## config.mk

```make
export PLATFORM = sky130hd
export DESIGN_NAME = motor_jam_retry_controller_top
export DESIGN_NICKNAME = d
export VERILOG_FILES = /design/src/rtl/core/mjr_pkg.sv /design/src/rtl/core/mjr_step.sv /design/src/rtl/core/motor_jam_retry_controller_top.sv
export SDC_FILE = /design/constraint.sdc
export NUM_CORES = 1
export LEC_CHECK = 0
export BUFFER_PORTS_ARGS = -buffer_cell sky130_fd_sc_hd__buf_4
export CAP_MARGIN = 0
export CORE_ASPECT_RATIO = 0.8
export CORE_MARGIN = 10
export CORE_UTILIZATION = 45
export CTS_CLUSTER_DIAMETER = 150
export CTS_CLUSTER_SIZE = 28
export DETAILED_ROUTE_END_ITERATION = 8
export PLACE_DENSITY = 0.71
export SLEW_MARGIN = 20
export SYNTH_ARGS = -nofsm -noshare
export SYNTH_HDL_FRONTEND = slang
export SYNTH_SLANG_ARGS = --single-unit
```

## constraint.sdc

```tcl
create_clock -name clk -period 4.8 [get_ports clk]
set_clock_uncertainty 0.2 [all_clocks]
set_input_delay 0.72 -clock clk [delete_from_list [all_inputs] [get_ports clk]]
set_output_delay 0.72 -clock clk [all_outputs]
set_load 0.05 [all_outputs]
```

## src/rtl/core/mjr_pkg.sv

```systemverilog
package mjr_pkg;

  localparam int CNT_W   = 17;
  localparam int TALLY_W = 5;
  localparam int CFG_W   = 16;
  localparam int IDX_W   = 3;

  localparam logic [CNT_W-1:0]   CNT_MAX   = {CNT_W{1'b1}};
  localparam logic [TALLY_W-1:0] TALLY_MAX = {TALLY_W{1'b1}};

  typedef enum logic [1:0] {
    MODE_IDLE  = 2'd0,
    MODE_RUN   = 2'd1,
    MODE_STALL = 2'd2,
    MODE_ERROR = 2'd3
  } mode_t;

  localparam logic [IDX_W-1:0] REG_MIN_RUN    = 3'd0;
  localparam logic [IDX_W-1:0] REG_MAX_RUN    = 3'd1;
  localparam logic [IDX_W-1:0] REG_STALL_WAIT = 3'd2;
  localparam logic [IDX_W-1:0] REG_RETRY_RUN  = 3'd3;
  localparam logic [IDX_W-1:0] REG_STALL_LIM  = 3'd4;
  localparam logic [IDX_W-1:0] REG_BLINK_HALF = 3'd5;

  typedef struct packed {
    logic [15:0] min_run_ticks;
    logic [15:0] max_run_ticks;
    logic [15:0] stall_wait_ticks;
    logic [15:0] retry_run_ticks;
    logic [4:0]  stall_limit;
    logic [14:0] blink_half_ticks;
  } cfg_t;

  typedef struct packed {
    mode_t              mode;
    logic [CNT_W-1:0]   run_count;
    logic [CNT_W-1:0]   pause_count;
    logic [CNT_W-1:0]   blink_count;
    logic [TALLY_W-1:0] stall_tally;
    logic               fault_led;
  } ctl_state_t;

  function automatic logic [CNT_W-1:0] cnt_sat_inc(input logic [CNT_W-1:0] v);
    return (v == CNT_MAX) ? v : v + 17'd1;
  endfunction

endpackage

```

## src/rtl/core/mjr_step.sv

```systemverilog
module mjr_step
  import mjr_pkg::*;
(
  input  ctl_state_t st,
  input  cfg_t       cfg,
  input  logic       button_pressed,
  input  logic       index_sensor,
  output ctl_state_t st_nxt,
  output logic       motor_on
);

  mode_t              m1;
  mode_t              m2;
  logic               ran_run;
  logic               run_end;
  logic               run_stall;
  logic [CNT_W-1:0]   run_cnt;
  logic [TALLY_W-1:0] tally1;
  logic [TALLY_W:0]   tally_inc;
  logic [CNT_W-1:0]   retry_start;
  logic [CNT_W-1:0]   blink_top;

  always_comb begin
    st_nxt = st;

    // idle block
    tally1 = st.stall_tally;
    m1     = st.mode;
    if (st.mode == MODE_IDLE) begin
      tally1 = '0;
      if (button_pressed) m1 = MODE_RUN;
    end
    st_nxt.stall_tally = tally1;

    // run block; the count restarts from zero and still advances in the tick that ends the run
    ran_run   = (m1 == MODE_RUN);
    m2        = m1;
    run_end   = ran_run && !index_sensor && (st.run_count > {1'b0, cfg.min_run_ticks});
    run_cnt   = run_end ? '0 : st.run_count;
    run_stall = ran_run && (run_cnt > {1'b0, cfg.max_run_ticks});
    tally_inc = {1'b0, tally1} + 6'd1;
    if (ran_run) begin
      if (run_end) m2 = MODE_IDLE;
      if (run_stall) begin
        m2 = (tally_inc > {1'b0, cfg.stall_limit}) ? MODE_ERROR : MODE_STALL;
        st_nxt.stall_tally = tally_inc[TALLY_W] ? TALLY_MAX : tally_inc[TALLY_W-1:0];
      end
      st_nxt.run_count = cnt_sat_inc(run_cnt);
    end
    st_nxt.mode = m2;

    // stall block
    retry_start = (cfg.retry_run_ticks > cfg.max_run_ticks) ? '0 :
                  {1'b0, cfg.max_run_ticks - cfg.retry_run_ticks};
    if (m2 == MODE_STALL) begin
      if (st.pause_count > {1'b0, cfg.stall_wait_ticks}) begin
        st_nxt.mode        = MODE_RUN;
        st_nxt.run_count   = retry_start;
        st_nxt.pause_count = cnt_sat_inc('0);
      end else begin
        st_nxt.pause_count = cnt_sat_inc(st.pause_count);
      end
    end

    // error block, led toggles around the half and full blink period
    blink_top = {1'b0, cfg.blink_half_ticks, 1'b0};
    if (m2 == MODE_ERROR) begin
      st_nxt.fault_led   = (st.blink_count > {2'b00, cfg.blink_half_ticks});
      st_nxt.blink_count = (st.blink_count > blink_top) ? cnt_sat_inc('0) :
                           cnt_sat_inc(st.blink_count);
    end

    motor_on = ran_run && (m2 == MODE_RUN || m2 == MODE_IDLE);
  end

endmodule

```

## src/rtl/core/motor_jam_retry_controller_top.sv

```systemverilog
// Motor jam retry controller. Each input transfer is one timer tick carrying the
// button and index sensor levels; each produces exactly one result transfer with
// the motor drive, fault LED and mode after that tick. The whole tick is evaluated
// combinationally between the input handshake and the output register, so its
// result appears in the cycle after the input transfer; a new tick is taken every
// cycle while the output is not stalled. Configuration registers are written through
// cfg_we/cfg_index/cfg_wdata and come out of reset at their default timing values.
module motor_jam_retry_controller_top
  import mjr_pkg::*;
(
  input  logic             clk,
  input  logic             rst_n,
  input  logic             cfg_we,
  input  logic [IDX_W-1:0] cfg_index,
  input  logic [CFG_W-1:0] cfg_wdata,
  input  logic             in_valid,
  output logic             in_stall,
  input  logic             in_button_pressed,
  input  logic             in_index_sensor,
  output logic             out_valid,
  input  logic             out_stall,
  output logic             out_motor_on,
  output logic             out_fault_led,
  output logic [1:0]       out_mode
);

  cfg_t       cfg_r;
  ctl_state_t st_r;
  ctl_state_t st_nxt;
  logic       motor_nxt;
  logic       out_valid_r;
  logic       motor_r;
  logic       in_xfer;

  assign in_stall = out_valid_r && out_stall;
  assign in_xfer  = in_valid && !in_stall;

  mjr_step u_step (
    .st             (st_r),
    .cfg            (cfg_r),
    .button_pressed (in_button_pressed),
    .index_sensor   (in_index_sensor),
    .st_nxt         (st_nxt),
    .motor_on       (motor_nxt)
  );

  always_ff @(posedge clk) begin
    if (!rst_n) begin
      cfg_r.min_run_ticks    <= 16'd500;
      cfg_r.max_run_ticks    <= 16'd3000;
      cfg_r.stall_wait_ticks <= 16'd1000;
      cfg_r.retry_run_ticks  <= 16'd300;
      cfg_r.stall_limit      <= 5'd10;
      cfg_r.blink_half_ticks <= 15'd500;
    end else if (cfg_we) begin
      unique case (cfg_index)
        REG_MIN_RUN:    cfg_r.min_run_ticks    <= cfg_wdata;
        REG_MAX_RUN:    cfg_r.max_run_ticks    <= cfg_wdata;
        REG_STALL_WAIT: cfg_r.stall_wait_ticks <= cfg_wdata;
        REG_RETRY_RUN:  cfg_r.retry_run_ticks  <= cfg_wdata;
        REG_STALL_LIM:  cfg_r.stall_limit      <= cfg_wdata[4:0];
        REG_BLINK_HALF: cfg_r.blink_half_ticks <= cfg_wdata[14:0];
        default: ;
      endcase
    end
  end

  always_ff @(posedge clk) begin
    if (!rst_n) begin
      st_r        <= '{mode: MODE_IDLE, default: '0};
      out_valid_r <= 1'b0;
      motor_r     <= 1'b0;
    end else begin
      if (in_xfer) begin
        st_r    <= st_nxt;
        motor_r <= motor_nxt;
      end
      if (in_xfer) out_valid_r <= 1'b1;
      else if (!out_stall) out_valid_r <= 1'b0;
    end
  end

  // state register doubles as the result register for led and mode
  assign out_valid     = out_valid_r;
  assign out_motor_on  = motor_r;
  assign out_fault_led = st_r.fault_led;
  assign out_mode      = st_r.mode;

endmodule
```

Word level (Yosys, flattened, before mapping)
Index checks and enable logic that the tools add are counted.
{"block": "totals", "reg_bits": 145, "inputBits": 26, "output_inout_bits": 6, "wordCells": 84}
{"block": "op_classes", "add_sub_neg": 5, "order_cmp": 7, "n_eq_ne": 15, "mux": 22, "reduce_logical": 21}
{"cell": "$mux 17", "count": 7}
{"cell": "$gt 17x16->1", "count": 4}
{"cell": "$add 17x1->17 const B", "count": 3}
{"cell": "$eq 17x17->1 const B", "count": 3}
{"cell": "$mux 36", "count": 1}
{"cell": "$mux 5", "count": 4}
{"cell": "$mux 19", "count": 1}
{"cell": "$gt 17x15->1", "count": 1}
{"cell": "$gt 16x16->1", "count": 1}
{"cell": "$mux 16", "count": 1}
{"cell": "$sub 16x16->16", "count": 1}
{"cell": "$reduce_and 2->1", "count": 7}
{"cell": "$mux 2", "count": 5}
{"cell": "$add 5x1->6 const B", "count": 1}
{"cell": "$eq 3x2->1 const B", "count": 2}
{"cell": "$eq 3x3->1 const B", "count": 2}
{"cell": "$gt 6x5->1", "count": 1}
{"cell": "$logic_and 1x1->1", "count": 6}
{"cell": "$ne 2x1->1 const B", "count": 3}
{"cell": "$reduce_and 3->1", "count": 2}
{"cell": "$eq 2x1->1 const B", "count": 2}
{"cell": "$eq 2x2->1 const B", "count": 2}
{"cell": "$logic_not 2->1", "count": 2}
{"cell": "$eq 3x1->1 const B", "count": 1}
{"cell": "other kinds (4)", "count": 7}

Longest topological paths before layout
Gate-level depths: netlist of the first run.
{"block": "depth", "depth_word": 13, "ltp_mapped": 22, "ltp_nobuf": 20}

Hierarchy
Synthesis of the first run repeated with hierarchy kept, for this count alone.
{"block": "hier_totals", "hier_cells": 1332, "hier_area_um2": 10680.2}
{"mod": "motor_jam_retry_controller_top", "instances": 1, "cells_each": 574, "area_each_um2": 5627.9, "seq_area_each_um2": 2902.8}
{"mod": "mjr_step", "instances": 1, "cells_each": 758, "area_each_um2": 5052.3, "seq_area_each_um2": 0.0}

Worst setup path before layout of the first run
Ideal clock, no wire load.
{"block": "synth_timing", "path_kind": "reg-to-reg", "start": "register cfg_r[83] (netlist bit)", "end": "register st_r[26] (netlist bit)", "setup_ps": 88, "arrival_ps": 4310, "required_time_ps": 4512, "path_slack_ps": 202, "path_stages_with_launch": 22, "path_buffers": 3, "period_less_slack_ps": 4598, "cell_sequence": "dfxtp_1 > inv_1 > ha_1 > nand4b_4 > nor4_4 > a211oi_1 > nand2_1 > nand2_1 > clkbuf_1 > and2_1 > ha_1 > o21ai_0 > a211o_1 > o221ai_2 > o21ba_1 > o21a_2 > o31ai_4 > nor4b_2 > buf_4 > buf_6 > a31oi_1 > a311oi_2"}
{"block": "synth_via", "elab_chain_len": 9, "elab_cells_between_ends": 10, "cone_classes": "order compare: 2; eq/ne: 1; mux: 4; reduce/logical: 3"}
{"element": "from (decl)", "line_no": "motor_jam_retry_controller_top.sv:27", "source": "cfg_t cfg_r;"}
{"element": "$gt 17x16->1 *", "line_no": "mjr_step.sv:38", "source": "run_end = ran_run && !index_sensor && (st.run_count > {1'b0, cfg.min_run_ticks});"}
{"element": "$logic_and 1x1->1 *", "line_no": "mjr_step.sv:38"}
{"element": "$mux 17", "line_no": "mjr_step.sv:39", "source": "run_cnt = run_end ? '0 : st.run_count;"}
{"element": "$gt 17x16->1", "line_no": "mjr_step.sv:40", "source": "run_stall = ran_run && (run_cnt > {1'b0, cfg.max_run_ticks});"}
{"element": "$logic_and 1x1->1", "line_no": "mjr_step.sv:40"}
{"element": "$mux 2 *", "line_no": "mjr_step.sv:44", "source": "if (run_stall) begin"}
{"element": "$mux 2 *", "line_no": "mjr_step.sv:42", "source": "if (ran_run) begin"}
{"element": "$eq 2x2->1 *", "line_no": "mjr_step.sv:55", "source": "if (m2 == MODE_STALL) begin"}
{"element": "$reduce_and 3->1 (no line) *"}
{"element": "to (signal assigned)", "line_no": "motor_jam_retry_controller_top.sv:75", "source": "st_r <= st_nxt;"}
{"element": "to (decl)", "line_no": "motor_jam_retry_controller_top.sv:28", "source": "ctl_state_t st_r;"}
Mark *: on every way between the ends. The rest lies on a longest branch, timed or not.
A chain may end at the register's enable or synchronous reset.

Final worst setup path of the first run
{"block": "layout_timing", "start": "register cfg_r[79] (netlist bit)", "end": "register st_r[19] (netlist bit)"}
{"block": "layout_via", "elab_chain_len": 9, "elab_cells_between_ends": 10, "cone_classes": "order compare: 2; eq/ne: 1; mux: 4; reduce/logical: 3"}
{"element": "$gt 17x16->1 *", "line_no": "mjr_step.sv:38"}
{"element": "$logic_and 1x1->1 *", "line_no": "mjr_step.sv:38"}
{"element": "$mux 17", "line_no": "mjr_step.sv:39"}
{"element": "$gt 17x16->1", "line_no": "mjr_step.sv:40"}
{"element": "$logic_and 1x1->1", "line_no": "mjr_step.sv:40"}
{"element": "$mux 2 *", "line_no": "mjr_step.sv:44"}
{"element": "$mux 2 *", "line_no": "mjr_step.sv:42"}
{"element": "$eq 2x2->1 *", "line_no": "mjr_step.sv:67", "source": "if (m2 == MODE_ERROR) begin"}
{"element": "$reduce_and 3->1 (no line) *"}
Marks and branches as above.

==> summary.md, run 1 <==
| Metric | Value |
|---|---|
| Final Hold Vio Count | `0` |
| 1st-iter DRT viols | `923` |
| Initial Util | `0.458` |
| Crit start category | `flop` |
| R2R depth | `20` |
| Global-route wire length before repair | `44100 um` |
| Synthesized cell area | `between 9000 and 10000 um2` |
| Worst r2r dst | `st_r[19]` |
| Hold WS | `256 ps` |
| Chip Width | `182 um` |
| Cell count after synthesis | `1200` |
| Fin crit period | `4690 ps` |
| Ant. Diodes | `0` |
| Yosys top cell by area | `dfxtp_1` |
| Reg2reg start | `cfg_r[79]` |
| Final period utilization | `0.978` |
| Placed instance count | `about 1500` |
| Clk buf depth | `2` |
| Worst slack at placement | `-47.1 ps` |
| Worst-path clk slew | `60 ps` |
| Slowest stage delay, CP | `510 ps` |
| Fill cells | `1868` |
| Die Ht | `150 um` |
| Seq cells post-synth | `145` |
| WS Path Type | `reg -> reg` |
| Slew margin rel. | `0.136` |
| Final core occ | `0.562` |
| Worst-path fanout max | `7` |
| CTS tree | `built` |
| Syn Area/Cell | `7.90 um2` |
| Number of synthesized flops with an enable pin | `0` |
| Rows | `47` |
| Largest net degree at the start of global routing | `76` |
| GRT overflow | `0` |
| Synth async-reset ratio | `0` |
| Synth cell types | `84` |
| Post-route ant nets | `0` |
| Synth top cells by count | `nand2_1, dfxtp_1, inv_1, ha_1, a21oi_1` |
| Core area | `a little over 20000 um2` |
| Max_cap viols | `0` |
| Pwr Density | `267 nW/um2` |
| Worst slew pin tran | `1290 ps` |
| Dpl hpwl | `19800 um` |
| Nets | `1410` |
| Fin. max-slew vios | `0` |
| Port Buf Inserts | `31` |
| Crit-path slowest cell | `or4b_4` |
| CTS Buf Count | `17` |
| Worst Path Arrival | `4850 ps` |
| DR pass1 iterations | `6` |
| Placer Congestion | `0.921` |
| Top FF cell, synth | `dfxtp_1` |
| GRT Util Overall | `0.197` |
| Syn nets | `roughly 1300` |
| Sequential share of the synthesized area | `0.306` |
| Die area | `27300 um2` |
| Critical Path End Type | `flop` |
| Top cell by count, worst path | `buf_4` |
| Worst setup path start | `cfg_r[79]` |
| CP endpoint | `st_r[19]` |
| Initial antenna violation count | `0` |
| Vias in the first global route | `roughly 8400` |
| Status | `complete, no violations` |
| Setup slack after layout | `107 ps` |
| Post-synth top area share | `0.306` |
| Via density | `just under 6` |
| Leak | `between 0.004 and 0.005 uW` |
| Crit path required time | `4960 ps` |
| Num ports | `32` |
| Maximum VDD drop | `0.234 mV` |
| Crit path cell chain | `inv_1 > ha_1 > nand4_1 > buf_4 > nor4_4 > buf_4 > a211oi_4 > buf_4 > and2_4 > nor2_4 > ha_4 > nand4_1 > nand4b_1 > or3_1 > mux2_2 > a21oi_4 > o211ai_4 > buf_6 > or4b_4 > a21oi_2` |
| Warnings, synthesis | `0` |
| Post-Layout Cell Count | `around 1600` |
| # setup viols final | `0` |
| Drt wl/cell | `18.5 um` |
| Share of cells above drive strength 1 | `0.181` |
| Cell with the most instances after synthesis | `nand2_1` |
| Clk_lat worst skew | `430 ps` |
| Hold_buf cts | `0` |
| CTS Sinks | `approximately 150` |
| H-tree depth | `4` |
| Drt drc | `0` |
| Root buffer cell | `clkbuf_16` |
| Synth top area cells | `dfxtp_1, ha_1, nand2_1` |
| Achievable frequency | `213 MHz` |
| Stages on the worst setup path | `20` |
| FF-to-FF setup slack | `between 100 and 150 ps` |
| Via count | `~9300` |
| Final WL | `28900 um` |
| Critical path's top delay family | `simple AND/OR/NAND/NOR gates` |
| HP Class | `reg -> reg` |
| Crit path buf inv count | `5` |
| Area delta synth->final | `22.6%` |
-- where the power goes --
part | switching [uW] | internal (uW)
combinational | 287 | 203
clock | 576 | 790
sequential | 21.2 | 1230
-- final cells by class --
cell class	count	area [um2]	share of cell area
Clock buffer	19	443	0.0381
Timing Repair Buffer	114	981	0.0844
Tap cell	269	337	0.0289
Sequential cell	145	2910	0.250
Clock inverter	13	151	0.0130
Multi-Input combinational cell	883	6360	0.547
Inverter	118	443	0.0381
-- cells by family (layout without fill, tap and decap cells) --
kind of cell               after synthesis  count (layout)  synth area share
and+or+nand+nor                        417             417             0.214
AOI/OAI and AO/OA                      331             331             0.240
buffers and inverters                  172             264            0.0714
DFF                                    145             145             0.306
adders and majority gates              105             105             0.139
xor gates and xnor gates                23              23            0.0212
muxes                                    7               7           0.00792
-- stage by stage --
| step | cell area (um2) | power (uW) | TNS (ps) |
|---|---|---|---|
| after floorplan | 9480 | 1530 | 0 |
| after global placement | 10300 | 1680 | 0 |
| after detailed placement | 10300 | 1690 | -203 |
| after CTS | 11000 | 3040 | 0 |
| after global routing | 11600 | 3210 | -2280 |
| final | 11600 | 3110 | 0 |
-- worst min path at each step --
stage / cells after the start / to / start
2_1_floorplan: 2 / cfg_r[10] / cfg_r[10]
3_3_place_gp: 2 / cfg_r[40] / cfg_r[40]
3_5_place_dp: 2 / cfg_r[3] / cfg_r[3]
4_1_cts: 2 / cfg_r[80] / cfg_r[80]
5_1_grt: 2 / cfg_r[51] / cfg_r[51]
6_report: 2 / cfg_r[80] / cfg_r[80]
-- cells in the final DEF (no fill, tap or decap), types with 7 or more instances in the layout --
cell type	n
ha_4	18
nand3b_1	8
a21oi_1	94
o211ai_1	49
ha_1	86
buf_6	10
dfxtp_1	138
clkbuf_16	19
and2_1	11
nor2_1	59
inv_1	111
and3_1	23
buf_4	98
xor2_1	8
nand2_1	185
o21ai_1	11
nand4_1	18
nand3_1	28
o21ai_0	42
xnor2_1	15
a31oi_1	13
o21a_1	17
nor3_1	21
a21o_1	17
a221o_1	7
nor2b_1	11
dfxtp_2	7
-- per-layer routing --
metal | GRT usage | share of wire | vias up
li1 | - | - | 4449
met1 | 0.279 | 0.46 | 4438
met2 | 0.302 | 0.45 | 339
met3 | 0.0376 | 0.077 | 33
met4 | 0.0463 | 0.014 | 0
met5 | 0 | 0 | -
-- worst reg2reg max path: stages (launching register included) --
cell	delay (ps)
dfxtp_2	330
inv_1	50
ha_1	320
nand4_1	140
buf_4	140
nor4_4	40
buf_4	140
a211oi_4	230
buf_4	160
and2_4	200
nor2_4	60
ha_4	260
nand4_1	170
nand4b_1	280
or3_1	420
mux2_2	310
a21oi_4	240
o211ai_4	130
buf_6	180
or4b_4	510
a21oi_2	130
-- registers in the layout, indices dropped and copies added (netlist names) --
register and cells:
cfg_r 84, out_fault_led 1, out_mode 2, out_motor_on 1, out_valid 1, st_r 56
-- repair_timing --
action / in CTS / in global routing
gates cloned: 1 / 3
setup buffers: 0 / 15
endpoints found under the hold margin: 0 / 0
pin swaps: 5 / 45
setup endpoints to repair: 21 / 57
resized for setup: 6 / 82
Note: power is estimated with default switching activity, not from simulation.
==> run 2: changes to the inputs <==
--- a/config.mk
+++ b/config.mk
@@ -6,14 +6,13 @@
 export NUM_CORES = 1
 export LEC_CHECK = 0
 export BUFFER_PORTS_ARGS = -buffer_cell sky130_fd_sc_hd__buf_4
-export CAP_MARGIN = 0
 export CORE_ASPECT_RATIO = 0.8
 export CORE_MARGIN = 10
 export CORE_UTILIZATION = 45
 export CTS_CLUSTER_DIAMETER = 150
 export CTS_CLUSTER_SIZE = 28
 export DETAILED_ROUTE_END_ITERATION = 8
-export PLACE_DENSITY = 0.71
+export PLACE_DENSITY = 0.69
 export SLEW_MARGIN = 20
 export SYNTH_ARGS = -nofsm -noshare
 export SYNTH_HDL_FRONTEND = slang
==> constraint.sdc (replaced) <==
create_clock -name clk -period 4.4 [get_ports clk]
set_clock_uncertainty 0.2 [all_clocks]
set_input_delay 0.66 -clock clk [delete_from_list [all_inputs] [get_ports clk]]
set_output_delay 0.66 -clock clk [all_outputs]
set_load 0.05 [all_outputs]
==> run 2 against run 1 <==
Against the previous run: maximum frequency shrank 0.20%; the run now ends with negative setup slack left; largest power group unchanged; critical endpoint is now st_r[28]; count of clock-buffer cells in the layout grew 1; die area is the same; non-clock buffer count grew 22.
==> summary.md, run 2 (synthesized netlist as in run 1, its figures left out) <==
| Metric | Value |
|---|---|
| Status | `complete, but fails checks` |
| Failing checks | `negative setup slack` |
| Reg2reg start | `cfg_r[76]` |
| Worst-path clk slew | `70 ps` |
| Core area | `around 21000 um2` |
| Area delta synth->final | `25.3%` |
| HP Class | `in -> reg` |
| Maximum VDD drop | `around 0.23 mV` |
| Multi-input logic area | `6460 um2` |
| Switching part of the total power | `0.281` |
| Highest-count cells in the layout ignoring fill and taps | `nand2_1, dfxtp_1, buf_4, inv_1` |
| Combinational power share | `0.164` |
| Initial Util | `0.458` |
| Commonest non-fill, non-tap cell in the layout | `nand2_1` |
| Start point of the worst hold path | `in_valid` |
| Root buffer cell | `clkbuf_16` |
| Top cell by count, worst path | `nand4_1` |
| Area of placed instances | `10400 um2` |
| Fin Setup TNS | `-11540 ps` |
| Critical path's top delay family | `simple AND/OR/NAND/NOR gates` |
| CTS Sinks | `145` |
| Worst slew pin tran | `862 ps` |
| Drt wl/cell | `18.1 um` |
| Final period utilization | `1.07` |
| Drt drc | `0` |
| Leak | `0.00491 uW` |
| Hold WS | `245 ps` |
| WS Path Type | `reg -> reg` |
| Crit path cell chain | `inv_1 > ha_4 > nand4_1 > nor4_4 > a211oi_2 > nand2_2 > and2_4 > nor2_1 > ha_1 > nand4_1 > nand4b_1 > or3_4 > mux2i_2 > buf_4 > nor3_4 > nor4b_4 > buf_6 > buf_8 > buf_12 > a31oi_1 > a311oi_2` |
| Crit start category | `flop` |
| Achievable frequency | `roughly 210 MHz` |
| Finished layout cell area | `11900 um2` |
| Worst setup path start | `cfg_r[76]` |
| GRT overflow | `0` |
| Fin. max-slew vios | `0` |
| # setup viols final | `52` |
| Post-route ant nets | `0` |
| Final core occ | `0.574` |
| Nets | `1433` |
| Initial antenna violation count | `0` |
| Die Ht | `150 um` |
| Via count | `approximately 9200` |
| 1st-iter DRT viols | `~740` |
| Final Hold Vio Count | `0` |
| Share of cells above drive strength 1 | `0.214` |
| CTS Buf Count | `17` |
| GRT Util Overall | `0.203` |
| Fin crit period | `4700 ps` |
| Ant. Diodes | `0` |
| Num ports | `32` |
| Dpl hpwl | `20300 um` |
| Slew margin rel. | `0.426` |
| Vias in the first global route | `8655` |
| Clk buf depth | `2` |
| Final WL | `between 20000 and 30000 um` |
| Post-Layout Cell Count | `about 1600` |
| Register bank with the most flops | `cfg_r` |
| CTS tree | `built` |
| Pwr Density | `approximately 290 nW/um2` |
| Register Area | `between 2000 and 3000 um2` |
| Net Switching | `955 uW` |
| Via density | `5.81` |
| Rows | `47` |
| Port Buf Inserts | `31` |
| Crit path required time | `4550 ps` |
| Clock Power Share | `0.435` |
| Slowest stage delay, CP | `440 ps` |
| Placed instance count | `1524` |
| Global-route wire length before repair | `45200 um` |
| Worst-path fanout max | `6` |
| DR pass1 iterations | `5` |
| H-tree depth | `4` |
| Worst Path Arrival | `4850 ps` |
| Largest net degree at the start of global routing | `42` |
| Critical Path End Type | `flop` |
| Max FFs per register | `84` |
| Crit path buf inv count | `5` |
| Die area | `between 20000 and 30000 um2` |
| Setup slack after layout | `-303 ps` |
| Clk_lat worst skew | `430 ps` |
| Placer Congestion | `0.953` |
| Crit-path slowest cell | `nor4_4` |
| Fill cells | `1835` |
| Sequential power share | `0.401` |
| Unrepaired setup endpoints after global routing | `yes` |
| Chip Width | `roughly 180 um` |
| Max_cap viols | `0` |
| Pint | `~2400 uW` |
-- run 2: changes by cell type in the layout (fill, tap and decap cells not counted), sizes merged --
cell	previous run	this run
buf	112	136
clkinv	4	8
inv	122	118
clkbuf	21	20
clkinvlp	3	2
or3	3	4
-- run 2: routing by layer --
metal	share of wire	up-vias	global-route usage
met4	0.014	0	0.0491
met1	0.48	4334	0.287
met5	0	-	0
li1	-	4496	-
met2	0.43	331	0.309
met3	0.073	38	0.0427
-- run 2: through the flow --
| stage | worst slack, ps | power (uW) |
|---|---|---|
| 2_1_floorplan | 4.52 | 1680 |
| 3_3_place_gp | -331 | 1850 |
| 3_5_place_dp | -404 | 1850 |
| 4_1_cts | -148 | 3360 |
| 5_1_grt | -470 | 3510 |
| 6_report | -303 | 3400 |
-- run 2: power groups by stage --
stage	Sequential [uW]	Combinational [uW]	Clock, uW
after floorplan	1400	279	0
after global placement	1390	456	0
after detailed placement	1390	461	0
after CTS	1360	517	1480
after global routing	1370	598	1540
final	1360	557	1480
-- run 2: worst paths after layout --
kind / to / slack [ps] / cells past startpoint
max: st_r[28] / -300 / 21
min: out_valid / 250 / 2
max reg2reg: st_r[28] / -300 / 21
min reg2reg: cfg_r[77] / 260 / 2
-- run 2: timing repair --
action / 4_1_cts / 5_1_grt
pin swaps: 48 / 22
setup endpoints to repair: 55 / 58
setup buffers: 16 / 9
cloned: 4 / 0
resized for setup: 71 / 59
hold buffers: 0 / 0
-- run 2: final cells by class --
| type | count | area share |
|---|---|---|
| Multi-Input combinational cell | 884 | 0.544 |
| Sequential cell | 145 | 0.245 |
| Timing Repair Buffer | 136 | 0.0951 |
| Clock buffer | 20 | 0.0385 |
| Inverter | 118 | 0.0373 |
| Tap cell | 269 | 0.0283 |
| Clock inverter | 12 | 0.0113 |
